<file path="src/design/b85_pkg.sv">
// Shared types, constants and tables for the base85 stream codec.
package b85_pkg;

    localparam logic MODE_ENC = 1'b0;
    localparam logic MODE_DEC = 1'b1;

    localparam int QUEUE_DEPTH = 2;
    localparam int QPTR_W      = $clog2(QUEUE_DEPTH);
    localparam int QCNT_W      = $clog2(QUEUE_DEPTH + 1);

    localparam logic [7:0] CHAR_OFS  = 8'd35;
    localparam logic [7:0] CHAR_SKIP = 8'd92;

    localparam logic [2:0] ENC_GROUP_LAST = 3'd3;
    localparam logic [2:0] DEC_GROUP_LAST = 3'd4;
    localparam logic [2:0] ENC_DIGIT_LAST = 3'd4;
    localparam logic [2:0] DEC_BYTE_LAST  = 3'd3;

    // floor(w / 85) == (w * RECIP) >> RECIP_SHIFT for every 32-bit w
    localparam logic [31:0] RECIP       = 32'd3233857729;
    localparam int          RECIP_SHIFT = 38;
    localparam logic [6:0]  RADIX       = 7'd85;

    typedef enum logic [1:0] {
        OP_ENC,
        OP_DEC,
        OP_ERR
    } op_t;

    typedef struct packed {
        logic [31:0] word;
        op_t         op;
        logic        last;
    } entry_t;

    function automatic logic [31:0] weight_of(input logic [2:0] idx);
        logic [31:0] w;
        case (idx)
            3'd0:    w = 32'd1;
            3'd1:    w = 32'd85;
            3'd2:    w = 32'd7225;
            3'd3:    w = 32'd614125;
            3'd4:    w = 32'd52200625;
            default: w = 32'd0;
        endcase
        return w;
    endfunction

endpackage

</file>
<file path="src/design/b85_front.sv">
// Input side: mode register, group gathering and job classification.
module b85_front (
    input  logic              clk,
    input  logic              rst_n,
    input  logic              cfg_wr_en,
    input  logic              cfg_wr_data,
    input  logic              s_tvalid,
    output logic              s_tready,
    input  logic [7:0]        s_tdata,
    input  logic              s_tlast,
    input  logic              q_full,
    output logic              push,
    output b85_pkg::entry_t   push_entry
);

    logic        mode_reg;
    logic [31:0] word_reg, word_next;
    logic [2:0]  count_reg, count_next;
    logic        accept;
    logic [31:0] enc_word;
    logic [31:0] dec_word;
    logic [8:0]  digit;
    logic [31:0] digit32;
    logic [31:0] prod;

    assign s_tready = !q_full;
    assign accept   = s_tvalid && s_tready;

    assign enc_word = word_reg | ({24'b0, s_tdata} << {count_reg[1:0], 3'b000});
    assign digit    = (s_tdata >= b85_pkg::CHAR_SKIP)
                    ? ({1'b0, s_tdata} - {1'b0, b85_pkg::CHAR_OFS} - 9'd1)
                    : ({1'b0, s_tdata} - {1'b0, b85_pkg::CHAR_OFS});
    assign digit32  = {{23{digit[8]}}, digit};
    assign prod     = digit32 * b85_pkg::weight_of(count_reg);
    assign dec_word = word_reg + prod;

    always_comb
    begin
        word_next       = word_reg;
        count_next      = count_reg;
        push            = 1'b0;
        push_entry.word = enc_word;
        push_entry.op   = b85_pkg::OP_ENC;
        push_entry.last = s_tlast;
        if (accept)
        begin
            if (mode_reg == b85_pkg::MODE_ENC)
            begin
                if (count_reg == b85_pkg::ENC_GROUP_LAST || s_tlast)
                begin
                    push       = 1'b1;
                    word_next  = '0;
                    count_next = '0;
                end
                else
                begin
                    word_next  = enc_word;
                    count_next = count_reg + 3'd1;
                end
            end
            else
            begin
                push_entry.word = dec_word;
                if (count_reg == b85_pkg::DEC_GROUP_LAST)
                begin
                    push          = 1'b1;
                    push_entry.op = b85_pkg::OP_DEC;
                    word_next     = '0;
                    count_next    = '0;
                end
                else if (s_tlast)
                begin
                    push          = 1'b1;
                    push_entry.op = b85_pkg::OP_ERR;
                    word_next     = '0;
                    count_next    = '0;
                end
                else
                begin
                    word_next  = dec_word;
                    count_next = count_reg + 3'd1;
                end
            end
        end
    end

    always_ff @(posedge clk or negedge rst_n)
    begin
        if (!rst_n)
        begin
            mode_reg  <= b85_pkg::MODE_ENC;
            word_reg  <= '0;
            count_reg <= '0;
        end
        else if (cfg_wr_en)
        begin
            mode_reg  <= cfg_wr_data;
            word_reg  <= '0;
            count_reg <= '0;
        end
        else
        begin
            word_reg  <= word_next;
            count_reg <= count_next;
        end
    end

endmodule

</file>
<file path="config.mk">
export PLATFORM = sky130hd
export DESIGN_NAME = b85_front
export DESIGN_NICKNAME = d
export VERILOG_FILES = /design/src/design/b85_pkg.sv /design/src/design/b85_front.sv
export SDC_FILE = /design/constraint.sdc
export NUM_CORES = 1
export LEC_CHECK = 0
export BUFFER_PORTS_ARGS = -buffer_cell sky130_fd_sc_hd__buf_2
export CAP_MARGIN = 5
export CORE_MARGIN = 2
export CORE_UTILIZATION = 46
export DETAILED_ROUTE_END_ITERATION = 8
export PLACE_DENSITY = 0.72
export RECOVER_POWER = 50
export SLEW_MARGIN = 20
export SYNTH_ARGS = -nofsm -noshare
export SYNTH_HDL_FRONTEND = slang
export SYNTH_SLANG_ARGS = --single-unit
</file>
<file path="constraint.sdc">
create_clock -name clk -period 11.5 [get_ports clk]
set_input_delay 2.3 -clock clk [delete_from_list [all_inputs] [get_ports clk]]
set_output_delay 2.3 -clock clk [all_outputs]
set_load 0.01 [all_outputs]
</file>
==> impl_results.md <==
* Status: finished with violations
* Failing checks: capacitance limit, slew limit
* Number of cells produced by synthesis at 1111
* Post-synthesis xor/xnor area fraction at 0.0427
* Total gr overflow at 0
* Post-synthesis compound-gate area fraction at 0.144
* CTS buffer count at 5
* Yosys warns at 0
* Htree depth at 2
* Synth top area cells: fa_1, ha_1, dfrtp_1, inv_1, nor2_1
* Top-area cell type share of the netlist area at 0.292
* Post-synth EDFFs at 0
* Worst IR Drop VDD at 0.000112 V
* CTS tree: done
* I/O Buffers at 51
* Synth cell count leaders: inv_1, fa_1, nor2_1
* Sequential share of the synthesized area at 0.0953
* FF/Latch Area at ~900 um2
* HP Class: reg2reg
* Final period utilization at 0.983
* Seq cells post-synth at 36
* Post-synthesis simple-gate area fraction at 0.139
* Largest net degree at the start of global routing at between 40 and 50
* Post-Syn Area at between 9000 and 10000 um2
* DPL Wire Length at 23.1 mm
* Cell Pwr Density at slightly below 60 nW/um2
* Commonest register cell after synthesis: dfrtp_1
* Relative slew slack at -0.378
* Multi-input combinational cell area at roughly 7700 um2
* Final hold vios at 0
* GRT Total Usage at 0.259
* Design area at 10500 um2
* Vias per cell at 5.53
* Crit path capture type: primary output
* Initial DRC Count at 722
* TritonRoute pass-1 iters at 5
* Synthesized area per cell at 8.51 um2
* Placed cell area at 10200 um2
* Measured slew at the worst slew-check pin at 2.07 ns
* Avg WL per Cell at 18.7 um
* Vias at 8017
* Synth-to-Final Area Change at 11.3%
* CTS root buffer: clkbuf_16
* Leakage at about 5.4 nW
* Ys async rst share at 1.00
* Die W at 147 um
* Residual DRC at 0
* Adder-Cell Fraction of Synth Area at 0.460
* Global-route wire length before repair at 43.6 mm
* Layout cells sized above 1 at 0.133
* # clock sinks at 36
* FMAX at 0.0885 GHz
* Initial Util at 0.467
* Post-layout min period at 11.30 ns
* Critical path required time at a little over 9 ns
* Setup violators final at 0
* WS Path Type: in2out
* Post-DRT Antenna Nets at 0
* Mux share of post-synthesis cell area at 0.0131
* Number of global-route vias before repair at 8105
* Ports at 52
* Routability congestion estimate at between 1 and 1.5
* Synth area leader: fa_1
* Ant diodes at 0
* Fill cell count at 1846
* Final setup TNS at 0 ns
* Core Rows at 52
* CP startpoint kind: primary input
* Core area at 20200 um2
* Die area at 21700 um2
* Layout Nets at 1458
* Arr. time, crit path at 9.00 ns
* Die height at 147 um
* DRT Wirelength at 27.2 mm
* Maxcap violations at 2
* Max FO, Critical Path at 6
* Max FFs per register at 32
* Synth cell types at 73
* Slew Viols, Final at 69
* Skew-Pair Late Insertion Delay at about 0.29 ns
* Clk pin slew, worst setup/hold paths at 0.06 ns
* Initial antenna violation count at 0
* Most frequently used cell type in the post-synthesis netlist: inv_1
* Worst-case clock buffer depth at 2
* Combinational family with the most area after synthesis: adder cells
* Final Skew at 0.00478 ns
-- report_power, final --
part	total [mW]	internal (mW)	leakage [nW]	switching (mW)
Sequential	0.141	0.133	0.489	0.00889
Clock	0.141	0.0865	0.0712	0.0549
Combinational	0.344	0.135	4.81	0.209
-- final cells by class --
| cell class | instances | share of cell area |
|---|---|---|
| Clock buffer | 8 | 0.0139 |
| Inverter | 230 | 0.0820 |
| Multi-Input combinational cell | 813 | 0.733 |
| Sequential cell | 36 | 0.0856 |
| Tap cell | 270 | 0.0321 |
| Timing Repair Buffer | 92 | 0.0534 |
-- cell families (layout without fill, tap and decap cells) --
| family | after synthesis | count (layout) |
|---|---|---|
| flops | 36 | 36 |
| compound gates | 210 | 210 |
| buf+inv | 263 | 330 |
| fa+ha+maj | 265 | 265 |
| mux | 12 | 12 |
| xor+xnor | 44 | 44 |
| simple gates | 280 | 280 |
| other cells | 1 | 2 |
-- what timing repair did --
| item | in CTS | in global routing |
|---|---|---|
| hold buffers | 0 | 0 |
| pin swaps | 0 | 7 |
| setup buffers | 0 | 7 |
| cloned | 0 | 0 |
| gates resized for setup | 1 | 33 |
| setup endpoints to repair | 2 | 15 |
-- worst max-delay path, cell delays in order --
cell	delay (ns)
buf_2	0.14
ha_1	0.19
a21o_1	0.18
a21oi_2	0.19
nor2_1	0.10
xnor2_1	0.44
clkbuf_1	0.32
nor2_1	0.19
fa_1	0.55
fa_1	0.51
inv_1	0.06
fa_1	0.48
fa_1	0.45
fa_1	0.52
inv_1	0.05
ha_1	0.28
a21o_1	0.20
a21o_1	0.23
a21oi_1	0.21
nor2_1	0.08
a211oi_2	0.29
or4b_4	0.54
nand4_1	0.10
nor3b_2	0.22
buf_2	0.17
-- path summary, 6_finish.rpt --
| path | startpoint | endpoint | slack [ns] | cells past startpoint |
|---|---|---|---|---|
| min in group asynchronous | rst_n | word_reg[30] | 2.60 | 1 |
| max in group asynchronous | rst_n | word_reg[3] | 7.71 | 1 |
| worst min register to register | word_reg[15] | word_reg[15] | 0.58 | 1 |
| worst max-delay path | s_tdata[2] | push_entry[34] | 0.20 | 25 |
| worst min-delay path | word_reg[15] | word_reg[15] | 0.58 | 1 |
| worst max register to register | count_reg[0] | word_reg[24] | 3.97 | 26 |
-- layer usage --
metal  up-vias  wire length [um]  track usage
met5         -                 0            0
met4         0              1120        0.107
met3        73              2050       0.0358
met2       376             12000        0.396
met1      3836             12000        0.372
li1       3732                 -            -
-- cell usage in the layout, fill, tap and decap left out, drive strengths merged, types with 4 or more instances in the layout --
| cell | Yosys | routed |
|---|---|---|
| inv | 230 | 230 |
| fa | 138 | 138 |
| nor2 | 129 | 129 |
| ha | 127 | 127 |
| buf | 6 | 85 |
| a21oi | 83 | 83 |
| nand2 | 59 | 59 |
| dfrtp | 36 | 36 |
| o21ai | 34 | 34 |
| xnor2 | 30 | 30 |
| nor3 | 27 | 27 |
| a211oi | 23 | 23 |
| clkbuf | 27 | 15 |
| a21o | 14 | 14 |
| xor2 | 14 | 14 |
| or2 | 9 | 9 |
| o21a | 9 | 9 |
| mux2i | 9 | 9 |
| nor2b | 6 | 6 |
| nand4 | 6 | 6 |
| o22ai | 6 | 6 |
| and2 | 6 | 6 |
| nand3 | 6 | 6 |
| nand2b | 5 | 5 |
| a31oi | 5 | 5 |
| o221ai | 5 | 5 |
| and3 | 5 | 5 |
| o211ai | 5 | 5 |
| nor3b | 4 | 4 |
| a211o | 4 | 4 |
-- stage by stage --
step	utilization	hold WS, ns	std cells	worst slack, ns	power, mW
2_1_floorplan	-	0.493	1112	0.317	0.361
3_3_place_gp	0.503	0.556	1434	0.0254	0.467
3_5_place_dp	0.503	0.558	1434	-0.0356	0.469
4_1_cts	0.510	0.571	1442	0.00106	0.614
5_1_grt	0.520	0.616	1449	-0.0139	0.667
6_report	0.520	0.578	1449	0.200	0.627
(Power assumes the default switching activity.)
