**src/design/b85_pkg.sv**
```systemverilog
// Shared types, constants and tables for the base85 stream codec.
package b85_pkg;

    localparam logic MODE_ENC = 1'b0;
    localparam logic MODE_DEC = 1'b1;

    localparam int QUEUE_DEPTH = 2;
    localparam int QPTR_W      = $clog2(QUEUE_DEPTH);
    localparam int QCNT_W      = $clog2(QUEUE_DEPTH + 1);

    localparam logic [7:0] CHAR_OFS  = 8'd35;
    localparam logic [7:0] CHAR_SKIP = 8'd92;

    localparam logic [2:0] ENC_GROUP_LAST = 3'd3;
    localparam logic [2:0] DEC_GROUP_LAST = 3'd4;
    localparam logic [2:0] ENC_DIGIT_LAST = 3'd4;
    localparam logic [2:0] DEC_BYTE_LAST  = 3'd3;

    // floor(w / 85) == (w * RECIP) >> RECIP_SHIFT for every 32-bit w
    localparam logic [31:0] RECIP       = 32'd3233857729;
    localparam int          RECIP_SHIFT = 38;
    localparam logic [6:0]  RADIX       = 7'd85;

    typedef enum logic [1:0] {
        OP_ENC,
        OP_DEC,
        OP_ERR
    } op_t;

    typedef struct packed {
        logic [31:0] word;
        op_t         op;
        logic        last;
    } entry_t;

    function automatic logic [31:0] weight_of(input logic [2:0] idx);
        logic [31:0] w;
        case (idx)
            3'd0:    w = 32'd1;
            3'd1:    w = 32'd85;
            3'd2:    w = 32'd7225;
            3'd3:    w = 32'd614125;
            3'd4:    w = 32'd52200625;
            default: w = 32'd0;
        endcase
        return w;
    endfunction

endpackage

```
**src/design/b85_queue.sv**
```systemverilog
// Short job queue between the front and back parts.
module b85_queue (
    input  logic              clk,
    input  logic              rst_n,
    input  logic              push,
    input  b85_pkg::entry_t   push_entry,
    input  logic              pop,
    output logic              head_valid,
    output b85_pkg::entry_t   head,
    output logic              full
);

    b85_pkg::entry_t                   mem_reg [b85_pkg::QUEUE_DEPTH];
    logic [b85_pkg::QPTR_W-1:0]        wr_ptr_reg, rd_ptr_reg;
    logic [b85_pkg::QCNT_W-1:0]        count_reg;
    logic                              do_push, do_pop;

    assign head_valid = (count_reg != '0);
    assign full       = (count_reg == b85_pkg::QCNT_W'(b85_pkg::QUEUE_DEPTH));
    assign head       = mem_reg[rd_ptr_reg];
    assign do_push    = push && !full;
    assign do_pop     = pop && head_valid;

    always_ff @(posedge clk)
    begin
        if (do_push)
        begin
            mem_reg[wr_ptr_reg] <= push_entry;
        end
    end

    always_ff @(posedge clk or negedge rst_n)
    begin
        if (!rst_n)
        begin
            wr_ptr_reg <= '0;
            rd_ptr_reg <= '0;
            count_reg  <= '0;
        end
        else
        begin
            if (do_push)
            begin
                wr_ptr_reg <= (wr_ptr_reg == b85_pkg::QPTR_W'(b85_pkg::QUEUE_DEPTH - 1))
                            ? '0 : wr_ptr_reg + 1'b1;
            end
            if (do_pop)
            begin
                rd_ptr_reg <= (rd_ptr_reg == b85_pkg::QPTR_W'(b85_pkg::QUEUE_DEPTH - 1))
                            ? '0 : rd_ptr_reg + 1'b1;
            end
            if (do_push && !do_pop)
            begin
                count_reg <= count_reg + 1'b1;
            end
            else if (do_pop && !do_push)
            begin
                count_reg <= count_reg - 1'b1;
            end
        end
    end

endmodule

```
**config.mk**
```make
export PLATFORM = sky130hd
export DESIGN_NAME = b85_queue
export DESIGN_NICKNAME = d
export VERILOG_FILES = /design/src/design/b85_pkg.sv /design/src/design/b85_queue.sv
export SDC_FILE = /design/constraint.sdc
export NUM_CORES = 1
export LEC_CHECK = 0
export ABC_AREA = 1
export BUFFER_PORTS_ARGS = -buffer_cell sky130_fd_sc_hd__buf_2
export CORE_UTILIZATION = 38
export DETAILED_ROUTE_END_ITERATION = 10
export GPL_TIMING_DRIVEN = 0
export MAX_ROUTING_LAYER = met4
export PLACE_DENSITY = 0.66
export REMOVE_ABC_BUFFERS = 1
export SETUP_SLACK_MARGIN = 0.3
export SLEW_MARGIN = 10
export SYNTH_ARGS = -nofsm -noshare
export SYNTH_HDL_FRONTEND = slang
export SYNTH_SLANG_ARGS = --single-unit
export TNS_END_PERCENT = 50
```
**constraint.sdc**
```tcl
create_clock -name clk -period 3.35 [get_ports clk]
set_clock_uncertainty 0.2 [all_clocks]
set_input_delay 0.335 -clock clk [delete_from_list [all_inputs] [get_ports clk]]
set_output_delay 0.335 -clock clk [all_outputs]
set_load 0.02 [all_outputs]
```
==> results of run 1 <==
critical path, cell delays in order (launching register included):
cell	delay [ns]
dfrtp_2	0.87
inv_8	0.24
nand2_1	0.12
nand2_1	0.07
buf_2	0.16
cell families (layout without fill, tap and decap cells):
group	after synthesis	in the layout	share of synthesized area
AO/OA/AOI/OAI	1	1	0.00176
buffers and inverters	15	135	0.0396
AND/OR/NAND/NOR	122	122	0.178
XOR/XNOR	1	1	0.00308
adder cells (fa/ha/maj)	1	1	0.00439
flip-flops	74	74	0.774
through the flow:
stage / hold WS [ns] / instances / cell area, um^2 / power [mW]
floorplan: -0.161 / 207 / 2770 / 2.13
global placement: -0.0533 / 381 / 3270 / 2.51
detailed placement: -0.0495 / 382 / 3310 / 2.55
CTS: 0.0311 / 433 / 3870 / 3.30
global route: 0.0725 / 433 / 3870 / 3.47
finish: 0.0541 / 433 / 3870 / 3.27
cells in the final DEF, fill, tap and decap left out, drive strengths merged:
cell type	instances
clkinv	1
nand2	116
xnor2	1
nor2	3
bufinv	2
clkbuf	10
ha	1
nand4	1
o21ai	1
dfrtp	4
edfxtp	70
dlygate4sd3	36
clkinvlp	2
nand3	2
inv	8
buf	76
area by class of cell:
type | instances | area share
clock buffers | 10 | 0.0329
clock inverters | 5 | 0.0207
inverters | 8 | 0.00969
multi-input cells | 125 | 0.139
flip-flops and latches | 74 | 0.569
well taps | 99 | 0.0320
repair buffers | 112 | 0.197
metal layers:
layer,track usage,share of wire,vias to the layer above
met5,-,0,-
met2,0.238,0.50,54
li1,-,-,944
met4,0.0968,0.019,0
met3,0.0392,0.039,9
met1,0.143,0.44,851
power groups by stage:
stage	clock, mW	combinational, mW	sequential (mW)
2_1_floorplan	0	0.740	1.39
3_3_place_gp	0	1.08	1.43
3_5_place_dp	0	1.13	1.42
4_1_cts	0.736	1.16	1.40
5_1_grt	0.772	1.27	1.43
6_report	0.715	1.15	1.40
timing repair:
action	4_1_cts	5_1_grt
hold buffers	36	0
endpoints found under the hold margin	74	0
setup buffers	0	0
worst min path at each step:
| stage | from | to | slack [ns] | depth (start not counted) |
|---|---|---|---|---|
| floorplan | rst_n | count_reg[0] | -0.16 | 0 |
| finish | pop | rd_ptr_reg | 0.05 | 3 |
| global placement | rst_n | rd_ptr_reg | -0.05 | 1 |
| detailed placement | rst_n | wr_ptr_reg | -0.05 | 1 |
| global route | pop | rd_ptr_reg | 0.07 | 3 |
| CTS | pop | rd_ptr_reg | 0.03 | 3 |
synthesized netlist by cell type, drive strengths merged:
cell    number
ha           1
nand3        2
buf          7
o21ai        1
edfxtp      70
inv          8
dfrtp        4
nand4        1
nand2      116
xnor2        1
nor2         3
==> impl_metrics.tcl, run 1 <==
set metrics [dict create \
    r2r_slack_ns 1.40 \
    grt.overflow.total 0 \
    gp_congestion 0.737 \
    grt_pass1_wl_um 7480 \
    critPathKind "flop to primary output" \
    synth_area_leaders "edfxtp_1 (74%), nand2_1 (14%), dfrtp_1 (3.5%)" \
    cp-end-kind "primary output" \
    rsz0062_at_grt "false" \
    drt-pass1-iter-count 4 \
    cts_resized 0 \
    crit_path_start_kind "flop" \
    ant_nets 0 \
    netSwitchingFraction 0.373 \
    tightest_slew_ns 0.795 \
    post-route-drc-count 0 \
    synth_area_per_cell_um2 13.3 \
    grtUsageTotal 0.141 \
    grt_pass1_vias 1701 \
    portBuffers 75 \
    dp_slack_ns 1.35 \
    p_switching_mw 1.22 \
    clock_sinks 74 \
    grt_antenna_before_repair 0 \
    fin_ws_ns 0.983 \
    final_nets 370 \
    drv_cap 0 \
    detailed_place_hpwl_um 2900 \
    yosysWarnings 0 \
    synth_area_um2 2850 \
    dieArea_um2 7840 \
    utilization 0.534 \
    drt_iter0_drc 25 \
    fmax_ghz 0.422 \
    layout_worst_path_cycle_share 0.707 \
    seqPwrFrac 0.429 \
    cp-endpoint "head[5]" \
    vias 1858 \
    ys_ff_latch 74 \
    intPower_mw 2.05 \
    p_leak_nw 1.67 \
    htreeDepth 3 \
    start_util 0.392 \
    clock_path_buffers 2 \
    largest_reg_flops 70 \
    vias_per_cell 4.29 \
    power-per-cell-area_nw_per_um2 843 \
    rows 31 \
    r2r_start "count_reg[1]" \
    status "completed" \
    max_slew_margin 0.470 \
    fin_crit_ns 2.37 \
    hp-class "input port to flop" \
    cts_tree "done" \
    diodes 0 \
    synth_top_area_frac 0.738 \
    tns_ns 0 \
    syn_to_final_growth_pct 36.1 \
    combPwrFrac 0.352 \
    finalSetupViolations 0 \
    grt_max_degree 38 \
    crit_required_ns 2.81 \
    multi_input_area_um2 539 \
    report.final.slew_viol_count 0 \
    cts_buffers 9 \
    pin_count 76 \
    clock_power_share 0.219 \
    postSynthCellCount 214 \
    die_w_um 88.6 \
    timing.rr.end "mem_reg[1][13]" \
    cts.clk_slew.worst_paths_ns 0.07 \
    cp_max_fo 37 \
    seqCellArea_um2 2200 \
    peakVddDrop_mv 0.513 \
    routed_wl_um 5090 \
    rr_worst_depth 4 \
    ys_seq_area_frac 0.774 \
    clockRootBuffer "clkbuf_8" \
    floorplan.die.height_um 88.6 \
    core_area_um2 7250 \
    synth_top_area_cell "edfxtp_1" \
    synth.distinct_cells 18 \
    routedWlPerCell_um 11.8 \
    startpoint "rd_ptr_reg" \
    cp.arrival_ns 1.83 \
    fillers 603 \
    clock_latency_ns 0.34 \
    drive_gt1_frac 0.329 \
    finalHoldViolations 0 \
]
(Power assumes the default switching activity.)
==> run 2: changes to the inputs <==
--- a/config.mk
+++ b/config.mk
@@ -5,13 +5,13 @@
 export SDC_FILE = /design/constraint.sdc
 export NUM_CORES = 1
 export LEC_CHECK = 0
-export ABC_AREA = 1
+export ABC_AREA = 0
 export BUFFER_PORTS_ARGS = -buffer_cell sky130_fd_sc_hd__buf_2
 export CORE_UTILIZATION = 38
 export DETAILED_ROUTE_END_ITERATION = 10
 export GPL_TIMING_DRIVEN = 0
 export MAX_ROUTING_LAYER = met4
-export PLACE_DENSITY = 0.66
+export PLACE_DENSITY = 0.68
 export REMOVE_ABC_BUFFERS = 1
 export SETUP_SLACK_MARGIN = 0.3
 export SLEW_MARGIN = 10
==> constraint.sdc (replaced) <==
create_clock -name clk -period 2.1 [get_ports clk]
set_clock_uncertainty 0.2 [all_clocks]
set_input_delay 0.21 -clock clk [delete_from_list [all_inputs] [get_ports clk]]
set_output_delay 0.21 -clock clk [all_outputs]
set_load 0.02 [all_outputs]
==> impl_metrics.tcl, run 2 <==
set metrics [dict create \
    synth_top_area_cell "edfxtp_1" \
    max_slew_margin 0.699 \
    p_leak_nw 1.67 \
    cp-end-kind "primary output" \
    fin_cells 359 \
    clock_power_share 0.230 \
    grt_max_degree 26 \
    rsz0062_at_grt "true" \
    clock_path_buffers 2 \
    synth_common_cells "edfxtp_1 (70), mux2_4 (29), mux2_2 (6)" \
    combPwrFrac 0.390 \
    pin_count 76 \
    synth_area_per_cell_um2 22.5 \
    drv_cap 0 \
    core_area_um2 7290 \
    drt-pass1-iter-count 4 \
    grt_antenna_before_repair 0 \
    drive_gt1_frac 0.523 \
    seqPwrFrac 0.380 \
    netSwitchingFraction 0.308 \
    floorplan.die.height_um 89.0 \
    finalHoldViolations 0 \
    detailed_place_hpwl_um 3090 \
    multi_input_area_um2 604 \
    hp-class "input port to flop" \
    synthMostInstantiatedCell "edfxtp_1" \
    final_cell_mix "edfxtp_1 (70), buf_2 (69), dlygate4sd3_1 (38), mux2_4 (29), clkbuf_8 (9)" \
    clock_latency_ns 0.33 \
    placedCellCount 301 \
    final_common_cell "edfxtp_1" \
    cts.clk_slew.worst_paths_ns 0.07 \
    largest_reg_flops 70 \
    crit_required_ns 1.69 \
    dieArea_um2 7920 \
    fin_ws_ns 0.189 \
    diodes 0 \
    synth_area_um2 2880 \
    utilization 0.565 \
    drt_iter0_drc 52 \
    ant_nets 0 \
    gp_congestion 0.627 \
    final_nets 295 \
    synth_area_leaders "edfxtp_1 (73%), mux2_4 (15%), dfrtp_1 (3.5%)" \
    htreeDepth 3 \
    crit_path_start_kind "flop" \
    peakVddDrop_mv 0.761 \
    yosysWarnings 0 \
    cp_max_fo 13 \
    cp.arrival_ns 1.50 \
    synth.distinct_cells 16 \
    power-per-cell-area_nw_per_um2 1370 \
    seqCellArea_um2 2210 \
    grt_pass1_wl_um 7410 \
    ys_ff_latch 74 \
    finalSetupViolations 0 \
    vias 1564 \
    critPathKind "flop to primary output" \
    grtUsageTotal 0.136 \
    finalPower_mw 5.66 \
    fillers 603 \
    cts_buffers 9 \
    routedWlPerCell_um 14.4 \
    intPower_mw 3.92 \
    fmax_ghz 0.523 \
    clockRootBuffer "clkbuf_8" \
    post-route-drc-count 0 \
    finalHoldWorstSlack_ns 0.0405 \
    clock_sinks 74 \
    grt.overflow.total 0 \
    routed_wl_um 5170 \
    die_w_um 89.0 \
    status "completed" \
    tightest_slew_ns 0.451 \
    report.final.slew_viol_count 0 \
    synthFlopType "edfxtp_1" \
    postSynthCellCount 128 \
    grt_pass1_vias 1590 \
    cts_tree "done" \
    synth_edf_count 70 \
    dp_slack_ns 0.185 \
    syn_to_final_growth_pct 43.3 \
    ys_seq_area_frac 0.766 \
    fin_crit_ns 1.91 \
    start_util 0.394 \
    asyncSetResetFlopFracSynth 0.0541 \
    vias_per_cell 4.36 \
    rows 31 \
    layout_worst_path_cycle_share 0.910 \
    portBuffers 75 \
    p_switching_mw 1.74 \
    synth_top_area_frac 0.731 \
]
## run 2: cell types whose count changed after synthesis, moves of 2 or more
cell	previous run	this run
nand2_1	103	1
buf_12	0	3
buf_6	4	1
nand3_1	2	0
xnor2_1	1	3
xor2_1	0	2
buf_4	2	0
mux2_4	0	29
nand2_2	13	1
mux2_2	0	6
inv_1	6	2
## run 2: cell type report
type                       count  share of cell area
timing repair buffer         120               0.228
sequential                    74               0.535
clock inverter                 7              0.0282
tap                           99              0.0301
clock buffer                   9              0.0301
inverter                       2             0.00182
multi-input combinational     48               0.147
## run 2: timing repair
item | in CTS | in global routing
gates cloned | 0 | 2
pin swaps | 1 | 0
hold endpoints to repair | 75 | 0
gates resized for setup | 2 | 14
hold buffers | 38 | 0
endpoints found under the setup margin | 56 | 56
setup buffers | 2 | 0
## run 2: path summary, 6_finish.rpt
path,start,to,slack (ns),cells past startpoint
max,rd_ptr_reg,head[24],0.19,3
min,push,wr_ptr_reg,0.04,3
max reg2reg,count_reg[0],mem_reg[1][28],0.32,3
min reg2reg,count_reg[1],count_reg[1],0.30,1
max in group asynchronous,rst_n,rd_ptr_reg,0.92,3
min in group asynchronous,rst_n,wr_ptr_reg,0.58,3
## run 2: metal layers
layer,up-vias,wire length [um],global-route usage
li1,747,-,-
met1,752,2150,0.152
met2,57,2650,0.222
met3,8,315,0.0379
met4,0,59,0.0736
met5,-,0,-
## run 2: per-stage QoR
stage | instance area, um^2 | TNS [ns]
after floorplan | 2810 | -25.02
after global placement | 3300 | -96.56
after detailed placement | 3390 | 0
after CTS | 4040 | 0
after global routing | 4120 | 0
final | 4120 | 0
## run 2: power groups by stage
stage | registers [mW] | logic (mW) | clock network, mW
global placement | 2.35 | 1.71 | 0
global route | 2.19 | 2.37 | 1.40
CTS | 2.14 | 2.09 | 1.34
detailed placement | 2.23 | 1.92 | 0
finish | 2.15 | 2.21 | 1.30
floorplan | 2.27 | 1.26 | 0
## run 2: worst max-delay path, cell delays in order (launching register included)
cell and delay (ns):
dfrtp_4 0.53, buf_12 0.18, mux2_4 0.29, buf_2 0.17
## run 2: cell families after synthesis
| group | share of synthesized area |
|---|---|
| muxes | 0.175 |
| DFF | 0.766 |
| xor gates and xnor gates | 0.0152 |
| and+or+nand+nor | 0.0126 |
| buffers and inverters | 0.0274 |
| adders and majority gates | 0.00435 |
==> run 3: changes to the inputs <==
--- a/config.mk
+++ b/config.mk
@@ -7,11 +7,12 @@
 export LEC_CHECK = 0
 export ABC_AREA = 0
 export BUFFER_PORTS_ARGS = -buffer_cell sky130_fd_sc_hd__buf_2
+export CAP_MARGIN = 20
 export CORE_UTILIZATION = 38
 export DETAILED_ROUTE_END_ITERATION = 10
 export GPL_TIMING_DRIVEN = 0
 export MAX_ROUTING_LAYER = met4
-export PLACE_DENSITY = 0.68
+export PLACE_DENSITY = 0.66
 export REMOVE_ABC_BUFFERS = 1
 export SETUP_SLACK_MARGIN = 0.3
 export SLEW_MARGIN = 10
==> constraint.sdc (replaced) <==
create_clock -name clk -period 2.4 [get_ports clk]
set_clock_uncertainty 0.2 [all_clocks]
set_input_delay 0.24 -clock clk [delete_from_list [all_inputs] [get_ports clk]]
set_output_delay 0.24 -clock clk [all_outputs]
set_load 0.02 [all_outputs]
==> impl_metrics.tcl, run 3 (synthesis gave the netlist of run 2 again) <==
set metrics [dict create \
    gp_congestion 0.626 \
    fin_ws_ns 0.444 \
    cts.clk_slew.worst_paths_ns 0.08 \
    rsz0062_at_grt "false" \
    finalHoldViolations 0 \
    final_nets 292 \
    fmax_ghz 0.511 \
    pin_count 76 \
    cp-end-kind "primary output" \
    finalSetupViolations 0 \
    p_leak_nw 1.63 \
    place_area_um2 3390 \
    routedWlPerCell_um 13.2 \
    dp_slack_ns 0.447 \
    max_slew_margin 0.613 \
    power-per-cell-area_nw_per_um2 1190 \
    diodes 0 \
    status "completed" \
    post-route-drc-count 0 \
    layout_worst_path_cycle_share 0.815 \
    grt.overflow.total 0 \
    final_cell_area_um2 4020 \
    final_cell_mix "buf_2 (75), edfxtp_1 (70), dlygate4sd3_1 (37), mux2_4 (29), clkbuf_8 (9)" \
    vias 1519 \
    core_area_um2 7290 \
    clock_path_buffers 2 \
    syn_to_final_growth_pct 39.8 \
    die_w_um 89.0 \
    portBuffers 75 \
    clockRootBuffer "clkbuf_8" \
    peakVddDrop_mv 0.834 \
    drv_cap 0 \
    final_common_cell "buf_2" \
    cp.arrival_ns 1.52 \
    drive_gt1_frac 0.521 \
    clock_sinks 74 \
    finalPower_mw 4.78 \
    detailed_place_hpwl_um 3040 \
    cp_max_fo 9 \
    rr_worst_depth 4 \
    cts_tree "done" \
    rows 31 \
    cts_buffers 9 \
    grt_pass1_vias 1475 \
    htreeDepth 3 \
    fillers 619 \
    drt-pass1-iter-count 4 \
    largest_reg_flops 70 \
    grt_antenna_before_repair 0 \
    report.final.slew_viol_count 0 \
    dieArea_um2 7920 \
    tightest_slew_ns 0.579 \
    critPathKind "flop to primary output" \
    hp-class "input port to async pin" \
    floorplan.die.height_um 89.0 \
    finalHoldWorstSlack_ns 0.0225 \
    grt_max_degree 22 \
    start_util 0.394 \
    crit_path_start_kind "flop" \
    routed_wl_um 4720 \
    crit_required_ns 1.96 \
    drt_iter0_drc 59 \
    grt_pass1_wl_um 6860 \
    grtUsageTotal 0.126 \
    ant_nets 0 \
    fin_crit_ns 1.96 \
    vias_per_cell 4.27 \
    clock_latency_ns 0.34 \
]
run 3: changes by cell type in the layout (fill, tap and decap cells not counted):
cell	delta
buf_8	-1
clkbuf_1	+1
buf_4	+2
buf_2	+6
clkbuf_16	-1
dlygate4sd3_1	-1
clkinvlp_4	+1
inv_6	-1
buf_6	-7
clkinv_4	+1
buf_12	-1
clkinv_1	-1
clkinv_2	-1
run 3: area by class of cell:
class                   instances  area (um^2)  share of cell area
flip-flops and latches         74         2210               0.549
repair buffers                117          836               0.208
multi-input cells              48          604               0.150
clock buffers                  10          128              0.0317
well taps                      99          124              0.0308
clock inverters                 6          115              0.0286
inverters                       2         7.51             0.00187
run 3: where the power goes:
part	total [mW]	internal (mW)	switching, mW
combinational	1.76	0.839	0.925
sequential	1.87	1.77	0.0982
clock	1.15	0.694	0.451
run 3: path summary, 6_finish.rpt:
check / from / slack [ns] / endpoint
min in group clk: push / 0.06 / wr_ptr_reg
max: rd_ptr_reg / 0.44 / head[24]
min: rst_n / 0.02 / count_reg[1]
max in group asynchronous: rst_n / 1.84 / rd_ptr_reg
max reg2reg: count_reg[0] / 0.48 / mem_reg[0][27]
min reg2reg: count_reg[1] / 0.30 / count_reg[1]
run 3: metal layers:
layer  part of all wire  vias up  GRT usage  routed length [um]
met4              0.021        0     0.0736                  99
li1                   -      743          -                   -
met3              0.049        7     0.0351                 233
met5                  0        -          -                   0
met2               0.51       50      0.209                2390
met1               0.42      719      0.136                1990
run 3: worst max-delay path: stages (launching register included):
cell     delay [ns]
dfrtp_4        0.51
buf_4          0.21
mux2_4         0.30
buf_2          0.16
run 3: repair_timing:
action | in CTS | in global routing
buffers inserted | 2 | 0
setup endpoints to repair | 21 | 0
hold buffers | 37 | 0
resized for setup | 1 | 0
hold endpoints to repair | 75 | 0
run 3: stage by stage:
step | cells | setup TNS (ns) | utilization
after global routing | 356 | 0 | 0.551
after CTS | 356 | 0 | 0.551
after detailed placement | 301 | 0 | 0.465
after floorplan | 124 | -11.50 | -
final | 356 | 0 | 0.551
after global placement | 298 | -64.39 | 0.453
